**src/rtl/fws_pkg.sv**
```systemverilog
// ----------------------------------------------------------------------------
// Fixed-weight index sampler package
// Shared widths, reset values, register map, controller states and the
// command and status structs that join the controller and the datapath.
// ----------------------------------------------------------------------------
package fws_pkg;

   // Default sizing of the top level.
   localparam int DEF_MAX_INDICES = 256;
   localparam int DEF_INDEX_WIDTH = 20;

   // Fixed widths of the interface fields.
   localparam int WORD_W      = 32;
   localparam int COUNT_W     = 9;
   localparam int BOUND_W     = 20;
   localparam int SLOT_W      = 8;
   localparam int OUT_INDEX_W = 20;
   localparam int CSR_ADDR_W  = 3;
   localparam int CSR_DATA_W  = 32;

   // Register reset values.
   localparam logic [COUNT_W-1:0] COUNT_RESET = 9'd134;
   localparam logic [BOUND_W-1:0] BOUND_RESET = 20'd24646;

   // Register index, taken from bit 2 of the byte address.
   typedef enum logic {
      REG_INDEX_COUNT = 1'b0,
      REG_MAX_INDEX   = 1'b1
   } reg_index_type;

   typedef enum logic [2:0] {
      ST_IDLE,
      ST_MUL,
      ST_ADD,
      ST_SCAN,
      ST_DRAIN,
      ST_FINISH
   } ctrl_state_type;

   typedef struct packed {
      logic start;   // accept a word, open a run if none is active
      logic mul;     // form word * range
      logic add;     // form the candidate, clear the scan
      logic scan;    // issue one store read
      logic finish;  // write the store, load the result, step the position
   } ctrl_cmd_type;

   typedef struct packed {
      logic scan_end;  // the read just issued is the last entry
      logic out_free;  // the result register can take a new word
   } dp_status_type;

endpackage

```
**src/rtl/fws_controller.sv**
```systemverilog
// ----------------------------------------------------------------------------
// Fixed-weight index sampler controller
// Sequences one word through multiply, add, store scan and write-back.
// ----------------------------------------------------------------------------
module fws_controller (
   input  logic                    clock,
   input  logic                    reset,
   input  logic                    req_valid,
   output logic                    req_ready,
   input  fws_pkg::dp_status_type  status,
   output fws_pkg::ctrl_cmd_type   cmd
);

   fws_pkg::ctrl_state_type state_ff, state_in;

   always_ff @(posedge clock) begin
      if (reset) begin
         state_ff <= fws_pkg::ST_IDLE;
      end else begin
         state_ff <= state_in;
      end
   end

   always_comb begin
      state_in  = state_ff;
      cmd       = '0;
      req_ready = 1'b0;
      case (state_ff)
         fws_pkg::ST_IDLE: begin
            req_ready = 1'b1;
            if (req_valid) begin
               cmd.start = 1'b1;
               state_in  = fws_pkg::ST_MUL;
            end
         end
         fws_pkg::ST_MUL: begin
            cmd.mul  = 1'b1;
            state_in = fws_pkg::ST_ADD;
         end
         fws_pkg::ST_ADD: begin
            cmd.add  = 1'b1;
            state_in = fws_pkg::ST_SCAN;
         end
         fws_pkg::ST_SCAN: begin
            cmd.scan = 1'b1;
            if (status.scan_end) begin
               state_in = fws_pkg::ST_DRAIN;
            end
         end
         fws_pkg::ST_DRAIN: begin
            // The last read returns now and is folded into the duplicate flag.
            state_in = fws_pkg::ST_FINISH;
         end
         fws_pkg::ST_FINISH: begin
            if (status.out_free) begin
               cmd.finish = 1'b1;
               state_in   = fws_pkg::ST_IDLE;
            end
         end
         default: begin
            state_in = fws_pkg::ST_IDLE;
         end
      endcase
   end

endmodule

```
**config.mk**
```make
export PLATFORM = sky130hd
export DESIGN_NAME = fws_controller
export DESIGN_NICKNAME = d
export VERILOG_FILES = /design/src/rtl/fws_pkg.sv /design/src/rtl/fws_controller.sv
export SDC_FILE = /design/constraint.sdc
export NUM_CORES = 1
export LEC_CHECK = 0
export BUFFER_PORTS_ARGS = -buffer_cell sky130_fd_sc_hd__buf_2
export CORE_AREA = 2 2 39 41
export DETAILED_ROUTE_END_ITERATION = 6
export DIE_AREA = 0 0 41 43
export HOLD_SLACK_MARGIN = 0.15
export PLACE_DENSITY = 0.33
export SYNTH_ARGS = -nofsm -noshare
export SYNTH_HDL_FRONTEND = slang
export SYNTH_SLANG_ARGS = --single-unit
```
**constraint.sdc**
```tcl
create_clock -name clock -period 1.1 [get_ports clock]
set_input_delay 0.22 -clock clock [delete_from_list [all_inputs] [get_ports clock]]
set_output_delay 0.22 -clock clock [all_outputs]
set_load 0.1 [all_outputs]
```
==> qor.yml <==
critical_path:
  reg2reg_from: "state_ff[1]"
  cp-end-kind: "output pin"
  critPathLaunch: "state_ff[2]"
  reg2reg_to: "state_ff[1]"
  ff2ff_path_depth: 4
  crit_arrival_ns: 1.13
  reg2reg_setup_slack_ns: 0.09
  slowest_stage: "dfxtp_4"
  cp.required_ns: 0.88
  path_cells: "nor3_4 > and2_4 > buf_12"
  cp_slowest_stage_delay_ns: 0.37
  startpoint_type: "flip-flop"
  endpoint: "cmd[4]"
  worstPathMaxFanout: 6
  crit_type: "reg2out"
run:
  cap_violations: 0
yosys:
  syn_nets: 31
  syn-cell-area_um2: 222.7
  yosysTopAreaCellShare_pct: 26.97
  ys_types: 19
  synth-seq-cells: 3
  synth_top_area_cell: "dfxtp_1"
  yosys_warnings: 0
  syn_inst: 26
  synth.area.top_cells: "dfxtp_1, a21oi_1, nor3_4"
  seq_area_frac_synth_pct: 26.97
  avgSynthCellArea_um2: 8.566
power:
  power.density_mw_per_mm2: 1656
  p_int_mw: 0.4697
  irDropWorstVdd_mv: 0.6002
  power_frac_comb_pct: 58.2
  swShare_pct: 43.18
  power.leakage_nw: 0.2114
  total_power_mw: 0.8266
  pwr-share-seq_pct: 18.4
  p_sw_mw: 0.3569
  clkPwrFrac_pct: 23.4
outcome:
  violations: "negative setup slack"
  status: "finished with violations"
timing:
  grt_setup_unrepaired: "yes"
  relSlewSlack_pct: 86.87
  hold_viol: 0
  setup_slack_ns: -0.2504
  clock.fmax_ghz: 0.7405
  hold-worst-slack_ns: 0.1768
  slew_violations: 0
  skew_ns: 0.0002688
  tightest_slew_ns: 0.1948
  setup_viol: 6
  final.min_clock_period_ns: 1.350
  period_share_pct: 122.8
grt:
  grt_max_degree: 9
  antenna_found_initial: 0
  grtUsageTotal_pct: 7.847
  grt_pass1_wl_um: 862
  grt_overflow_total: 0
  grt_pass1_vias: 213
placed_design:
  portBuffers: 10
  hpwl_um: 400
  gp_congestion: 0.7350
  place_inst: 55
  dpl_worst_slack_ns: -0.1512
cts:
  clock_sinks: 3
  clockBufferDepth: 2
  cts_made_buffers: 3
  clk_latency_ns: 0.23
  cts_max_level: 1
  hold_buffers: 0
  cts_tree: "built"
  clk_pin_slew_ns: 0.04
  cts_root_buf: "clkbuf_4"
finish:
  top_regs: "state_ff: 3 flops"
  largest_register_ffs: 3
  syn2layout_area_growth_pct: 124.2
  final_nets: 52
  regMostFlops: "state_ff"
  final_layout_size_suffix_gt1_share_pct: 67.39
  n_antenna_cell: 0
  post-route-util_pct: 36.08
  stdcell_count: 62
floorplanning:
  die_w_um: 41
  die_area_mm2: 0.001763
  core_area_mm2: 0.001384
  io_pins: 11
  die_h_um: 43
  placementRows: 14
  initial_core_util_pct: 16.09
routing:
  postRouteAntennaNets: 0
  dr.pass1.iters: 2
  drt_iter0_drc: 5
  viasPerCell: 4.129
  wl_um: 587
  vias: 256
  drcViolationCount: 0
  wl_per_cell_um: 9.468
hold_path:
  hp-class: "in2reg"
==> cell type report <==
class / count / area, um2
clock buffer: 4 / 26.28
multi-input combinational: 19 / 158.9
sequential: 3 / 71.32
fill: 144 / 884.6
timing repair buffer: 19 / 219.0
inverter: 1 / 3.754
tap: 16 / 20.02
==> metrics by stage <==
stage,area (um2),setup TNS (ns)
finish,499.2,-1.313
global route,499.2,-1.604
CTS,495.5,-1.385
detailed placement,421.7,-0.6076
global placement,421.7,-0.5618
floorplan,240.2,-3.421
==> logic make-up (layout without fill, tap and decap cells) <==
group	Yosys count	after routing	synth area share (%)
buffers and inverters	4	24	12.36
AO/OA/AOI/OAI	7	7	17.42
flip-flops	3	3	26.97
AND/OR/NAND/NOR	12	12	43.26
==> cell usage in the layout, fill, tap and decap left out <==
cell type,instances
buf_12,6
clkbuf_1,1
a31oi_1,1
nand4b_1,1
nand3b_1,1
and2_4,1
o21a_1,1
and4b_2,1
buf_4,6
a21oi_1,4
inv_1,1
o21ai_0,1
clkbuf_4,3
nand2_1,1
buf_2,4
nor2_1,1
nand2b_1,2
buf_6,3
nor3_4,1
nor3b_4,2
dfxtp_4,3
and3b_2,1
==> critical path, delay by kind of cell (launching register included) <==
| family | cells | cell delay, ns |
|---|---|---|
| buffers and inverters | 1 | 0.16 |
| flip-flops | 1 | 0.37 |
| AND/OR/NAND/NOR | 2 | 0.36 |
==> Yosys cell counts, drive strengths merged <==
library cell and n:
o21ai 1, nand3b 1, nand2 1, nor2 1, o21a 1, and2 1
dfxtp 3, buf 3, a21oi 4, a31oi 1, nand2b 2, and3b 1
and4b 1, nand4b 1, nor3 1, nor3b 2, inv 1
==> per-layer routing <==
layer / track usage (%) / part of all wire, %
met1: 9.061 / 41
met2: 10.00 / 51
met3: 3.141 / 4.9
met4: 8.000 / 2.7
met5: 0 / 0
==> power groups by stage <==
stage	clock, mW	sequential, mW	combinational (mW)
detailed placement	0	0.155	0.442
CTS	0.204	0.150	0.481
global placement	0	0.154	0.443
global route	0.224	0.155	0.500
finish	0.194	0.152	0.481
floorplan	0	0.131	0.307
==> worst min path at each step <==
stage / from / end / slack (ns) / depth (start not counted)
5_1_grt: reset / state_ff[2] / 0.17 / 2
6_report: reset / state_ff[2] / 0.18 / 2
2_1_floorplan: reset / state_ff[2] / 0.29 / 1
4_1_cts: reset / state_ff[2] / 0.17 / 2
3_3_place_gp: reset / state_ff[2] / 0.42 / 2
3_5_place_dp: reset / state_ff[2] / 0.42 / 2
==> repair_timing <==
action	4_1_cts	5_1_grt
hold endpoints to repair	0	0
gates resized for setup	9	1
setup buffers	3	0
endpoints found under the setup margin	6	6
pin swaps	3	3
(Power assumes the default switching activity.)
