<file path="src/rtl/fws_pkg.sv">
// ----------------------------------------------------------------------------
// Fixed-weight index sampler package
// Shared widths, reset values, register map, controller states and the
// command and status structs that join the controller and the datapath.
// ----------------------------------------------------------------------------
package fws_pkg;

   // Default sizing of the top level.
   localparam int DEF_MAX_INDICES = 256;
   localparam int DEF_INDEX_WIDTH = 20;

   // Fixed widths of the interface fields.
   localparam int WORD_W      = 32;
   localparam int COUNT_W     = 9;
   localparam int BOUND_W     = 20;
   localparam int SLOT_W      = 8;
   localparam int OUT_INDEX_W = 20;
   localparam int CSR_ADDR_W  = 3;
   localparam int CSR_DATA_W  = 32;

   // Register reset values.
   localparam logic [COUNT_W-1:0] COUNT_RESET = 9'd134;
   localparam logic [BOUND_W-1:0] BOUND_RESET = 20'd24646;

   // Register index, taken from bit 2 of the byte address.
   typedef enum logic {
      REG_INDEX_COUNT = 1'b0,
      REG_MAX_INDEX   = 1'b1
   } reg_index_type;

   typedef enum logic [2:0] {
      ST_IDLE,
      ST_MUL,
      ST_ADD,
      ST_SCAN,
      ST_DRAIN,
      ST_FINISH
   } ctrl_state_type;

   typedef struct packed {
      logic start;   // accept a word, open a run if none is active
      logic mul;     // form word * range
      logic add;     // form the candidate, clear the scan
      logic scan;    // issue one store read
      logic finish;  // write the store, load the result, step the position
   } ctrl_cmd_type;

   typedef struct packed {
      logic scan_end;  // the read just issued is the last entry
      logic out_free;  // the result register can take a new word
   } dp_status_type;

endpackage

</file>
<file path="src/rtl/fws_csr.sv">
// ----------------------------------------------------------------------------
// Fixed-weight index sampler register block
// Holds the index count and the index bound behind an APB-style port.
// ----------------------------------------------------------------------------
module fws_csr (
   input  logic                                clock,
   input  logic                                reset,
   input  logic                                psel,
   input  logic                                penable,
   input  logic                                pwrite,
   input  logic [fws_pkg::CSR_ADDR_W-1:0]      paddr,
   input  logic [fws_pkg::CSR_DATA_W-1:0]      pwdata,
   output logic [fws_pkg::CSR_DATA_W-1:0]      prdata,
   output logic                                pready,
   output logic [fws_pkg::COUNT_W-1:0]         index_count,
   output logic [fws_pkg::BOUND_W-1:0]         max_index_value
);

   logic [fws_pkg::COUNT_W-1:0] index_count_ff, index_count_in;
   logic [fws_pkg::BOUND_W-1:0] max_index_value_ff, max_index_value_in;
   logic                        wr_strobe;
   fws_pkg::reg_index_type      reg_sel;

   assign wr_strobe = psel & penable & pwrite;
   assign reg_sel   = fws_pkg::reg_index_type'(paddr[2]);
   assign pready    = 1'b1;

   always_comb begin
      index_count_in     = index_count_ff;
      max_index_value_in = max_index_value_ff;
      if (wr_strobe) begin
         case (reg_sel)
            fws_pkg::REG_INDEX_COUNT: begin
               index_count_in = pwdata[fws_pkg::COUNT_W-1:0];
            end
            fws_pkg::REG_MAX_INDEX: begin
               max_index_value_in = pwdata[fws_pkg::BOUND_W-1:0];
            end
            default: begin
               index_count_in = index_count_ff;
            end
         endcase
      end
   end

   always_ff @(posedge clock) begin
      if (reset) begin
         index_count_ff     <= fws_pkg::COUNT_RESET;
         max_index_value_ff <= fws_pkg::BOUND_RESET;
      end else begin
         index_count_ff     <= index_count_in;
         max_index_value_ff <= max_index_value_in;
      end
   end

   always_comb begin
      case (reg_sel)
         fws_pkg::REG_INDEX_COUNT: prdata = fws_pkg::CSR_DATA_W'(index_count_ff);
         fws_pkg::REG_MAX_INDEX:   prdata = fws_pkg::CSR_DATA_W'(max_index_value_ff);
         default:                  prdata = '0;
      endcase
   end

   assign index_count     = index_count_ff;
   assign max_index_value = max_index_value_ff;

endmodule

</file>
<file path="config.mk">
export PLATFORM = sky130hd
export DESIGN_NAME = fws_csr
export DESIGN_NICKNAME = d
export VERILOG_FILES = /design/src/rtl/fws_pkg.sv /design/src/rtl/fws_csr.sv
export SDC_FILE = /design/constraint.sdc
export NUM_CORES = 1
export LEC_CHECK = 0
export ABC_CLOCK_PERIOD_IN_PS = 900
export BUFFER_PORTS_ARGS = -buffer_cell sky130_fd_sc_hd__buf_2
export CAP_MARGIN = 25
export CORE_MARGIN = 5
export CORE_UTILIZATION = 42
export CTS_CLUSTER_DIAMETER = 80
export DETAILED_ROUTE_END_ITERATION = 16
export PLACE_DENSITY = 0.78
export RECOVER_POWER = 50
export SETUP_SLACK_MARGIN = 0.2
export SLEW_MARGIN = 20
export SYNTH_ARGS = -nofsm -noshare
export SYNTH_HDL_FRONTEND = slang
export SYNTH_SLANG_ARGS = --single-unit
</file>
<file path="constraint.sdc">
create_clock -name clock -period 0.9 [get_ports clock]
set_input_delay 0.09 -clock clock [delete_from_list [all_inputs] [get_ports clock]]
set_output_delay 0.09 -clock clock [all_outputs]
set_load 0.005 [all_outputs]
</file>
==> impl_results.md <==
- Synth cell count leaders: 37 x nand2b_1, 29 x dfxtp_1, 29 x mux2i_1, 14 x nor2_1, 13 x buf_4
- Hold/Removal Path Class: primary input to flip-flop
- Die W: approximately 71 um
- Final Power: 2.904 mW
- Worst vdd ir: 0.0009176 V
- Num CTS Buffers: 5
- Port Buffers: between 70 and 80
- Sw Ratio: 0.2327
- # fillers: 260
- Post-route DRC: 0
- Vias in the first global route: 1,375
- Routed vias: around 1,500
- Reg clk slew, reported paths: ~0.06 ns
- CP Max Fanout: 2
- Post-synth EDFFs: 0
- CP required: about 0.8 ns
- P_int: between 2 and 2.5 mW
- Final Max Slew Viols: 0
- Most common cell in the netlist: nand2b_1
- Multi-input combinational cell area: 943.4 um2
- Setup TNS: -2.591 ns
- #FFs+latches synth: 29
- Max_cap viols: 0
- WL final: 4884 um
- ANT cells: 0
- First-pass GRT wire length: 6182 um
- Type of the worst setup path: flip-flop to primary output
- Clock power share: 0.361
- Ys Warns: 0
- Comb pwr share: 0.177
- H-tree depth: 2
- Die height: 70.73 um
- Site Rows: 22
- Sink Count: 29
- Post-synth top area share: 0.3748
- Post-synthesis sequential area ratio: 0.3748
- CTS tree: done
- Pre-Repair DR Iteration Count: 4
- Relative slew slack: 0.6485
- LEAKAGE: about 1.3 nW
- Post-DP HPWL: about 2500 um
- Die area: 5003 um2
- Share of cells above drive strength 1: 0.6679
- Cell count after synthesis: 158
- Initial antenna violation count: 0
- GP Congestion: 0.7251
- Worst Setup End Kind: primary output
- Fin. Hold Viols: 0
- Io pins: 102
- Avg Vias per Cell: 4.677
- Violated checks: setup timing
- Startpoint Class: flip-flop
- Initial core utilization: 0.4296
- Clock buffer depth: 2
- Syn Area/Cell: between 9 and 10 um2
- Min Tclk post-route: 1.080 ns
- Reg power frac: 0.462
- Worst setup margin: -0.1798 ns
- Synth cell types: 16
- Clk_skew: 0 ns
- Top cells by area, synth: dfxtp_1 37%, mux2i_1 19%, nand2b_1 15%
- Sw Pwr: 0.6758 mW
- Ys flop type: dfxtp_1
- Remaining antenna violation count: 0
- Aggregate global routing overflow: 0
- Fin crit share: 1.200
- FMAX: 926.1 MHz
- Outcome: finished, violations left
- GR Util All Layers: 0.1537
- CP arrival: a little under 1 ns
- RSZ-0062 raised after global routing: true
- Largest net degree at the start of global routing: 52
- Final setup violation count: 35
- Initial DRC Count: 46
- Root Driver: clkbuf_8
- Slew @ Worst Pin: 0.5273 ns
- Routed len/inst: 15.46 um
- Core area: about 3600 um2
- Worst-skew pair later-pin latency: approximately 0.27 ns
- Pwr dens: between 1000 and 1500 nW/um2
- Post-CTS Hold Buffers: 0
- Nets: ~310
- Async SR Flop Fraction: 0
- Area leader, netlist: dfxtp_1
- Area delta synth->final: 77.06%
- Mapped Area: ~1500 um2
- Reg area: slightly above 600 um2
[metrics by stage]
stage | util | setup slack [ns] | instances | area [um2] | hold slack (ns)
2_1_floorplan | - | 0.1441 | 169 | 1602 | 0.2453
3_3_place_gp | 0.5295 | -0.1229 | 273 | 1909 | 0.3564
3_5_place_dp | 0.5295 | -0.1428 | 273 | 1909 | 0.3637
4_1_cts | 0.6627 | -0.1827 | 297 | 2390 | 0.06765
5_1_grt | 0.7606 | -0.2089 | 316 | 2743 | 0.06866
6_report | 0.7606 | -0.1798 | 316 | 2743 | 0.06883
[metal layers]
layer  wire [um]  up-vias  part of all wire  global-route usage
met5           0        -                 0                   0
met4          93        0             0.019             0.05010
met3         289       11             0.059             0.04688
met2        2730       54              0.56              0.2884
met1        1770      708              0.36              0.1618
li1            -      705                 -                   -
[kinds of logic after synthesis]
family / share of synthesized area
AND/OR/NAND/NOR: 0.2504
multiplexers: 0.2528
flip-flops: 0.3748
buffers and inverters: 0.1171
other: 0.004848
[layout make-up]
type | count | area share
multi-input cells | 116 | 0.3440
clock buffers | 7 | 0.03148
flip-flops and latches | 29 | 0.2245
repair buffers | 116 | 0.3782
well taps | 48 | 0.02190
[power groups by stage]
stage / Clock, mW / Combinational (mW) / Sequential, mW
after floorplan: 0 / 0.228 / 1.36
after global placement: 0 / 0.328 / 1.36
after detailed placement: 0 / 0.331 / 1.36
after CTS: 1.08 / 0.412 / 1.34
after global routing: 1.13 / 0.550 / 1.34
final: 1.05 / 0.513 / 1.34
[flip-flops by register name, summed over array words and instances, names as in the netlist]
name / count
index_count: 9
max_index_value: 20
[final timing paths]
path | start | endpoint | slack [ns] | cells past startpoint
min reg2reg | max_index_value[12] | max_index_value[12] | 0.48 | 2
min | pwdata[9] | max_index_value[9] | 0.07 | 3
max reg2reg | index_count[6] | index_count[6] | -0.04 | 5
max | index_count[6] | prdata[6] | -0.18 | 2
[cell usage in the layout (no fill, tap or decap)]
| cell type | count |
|---|---|
| and2_1 | 2 |
| and2_4 | 9 |
| and4_1 | 1 |
| and4b_2 | 1 |
| buf_12 | 1 |
| buf_2 | 36 |
| buf_4 | 8 |
| buf_6 | 67 |
| clkbuf_1 | 1 |
| clkbuf_2 | 3 |
| clkbuf_4 | 1 |
| clkbuf_8 | 6 |
| conb_1 | 13 |
| dfxtp_1 | 1 |
| dfxtp_2 | 28 |
| mux2_2 | 1 |
| mux2_4 | 8 |
| mux2i_1 | 29 |
| nand2b_1 | 33 |
| nand2b_4 | 4 |
| nand4b_2 | 1 |
| nor2_1 | 9 |
| nor2_2 | 1 |
| nor2_4 | 4 |
[critical path: stages (launching register included)]
cell,delay (ns)
dfxtp_2,0.33
mux2_4,0.27
buf_6,0.12
[timing repair]
item | 4_1_cts | 5_1_grt
setup endpoints to repair | 70 | 70
resized for setup | 76 | 53
gates cloned | 0 | 3
pin swaps | 1 | 3
buffers inserted | 17 | 16
Power figures use the tool's default switching activity.
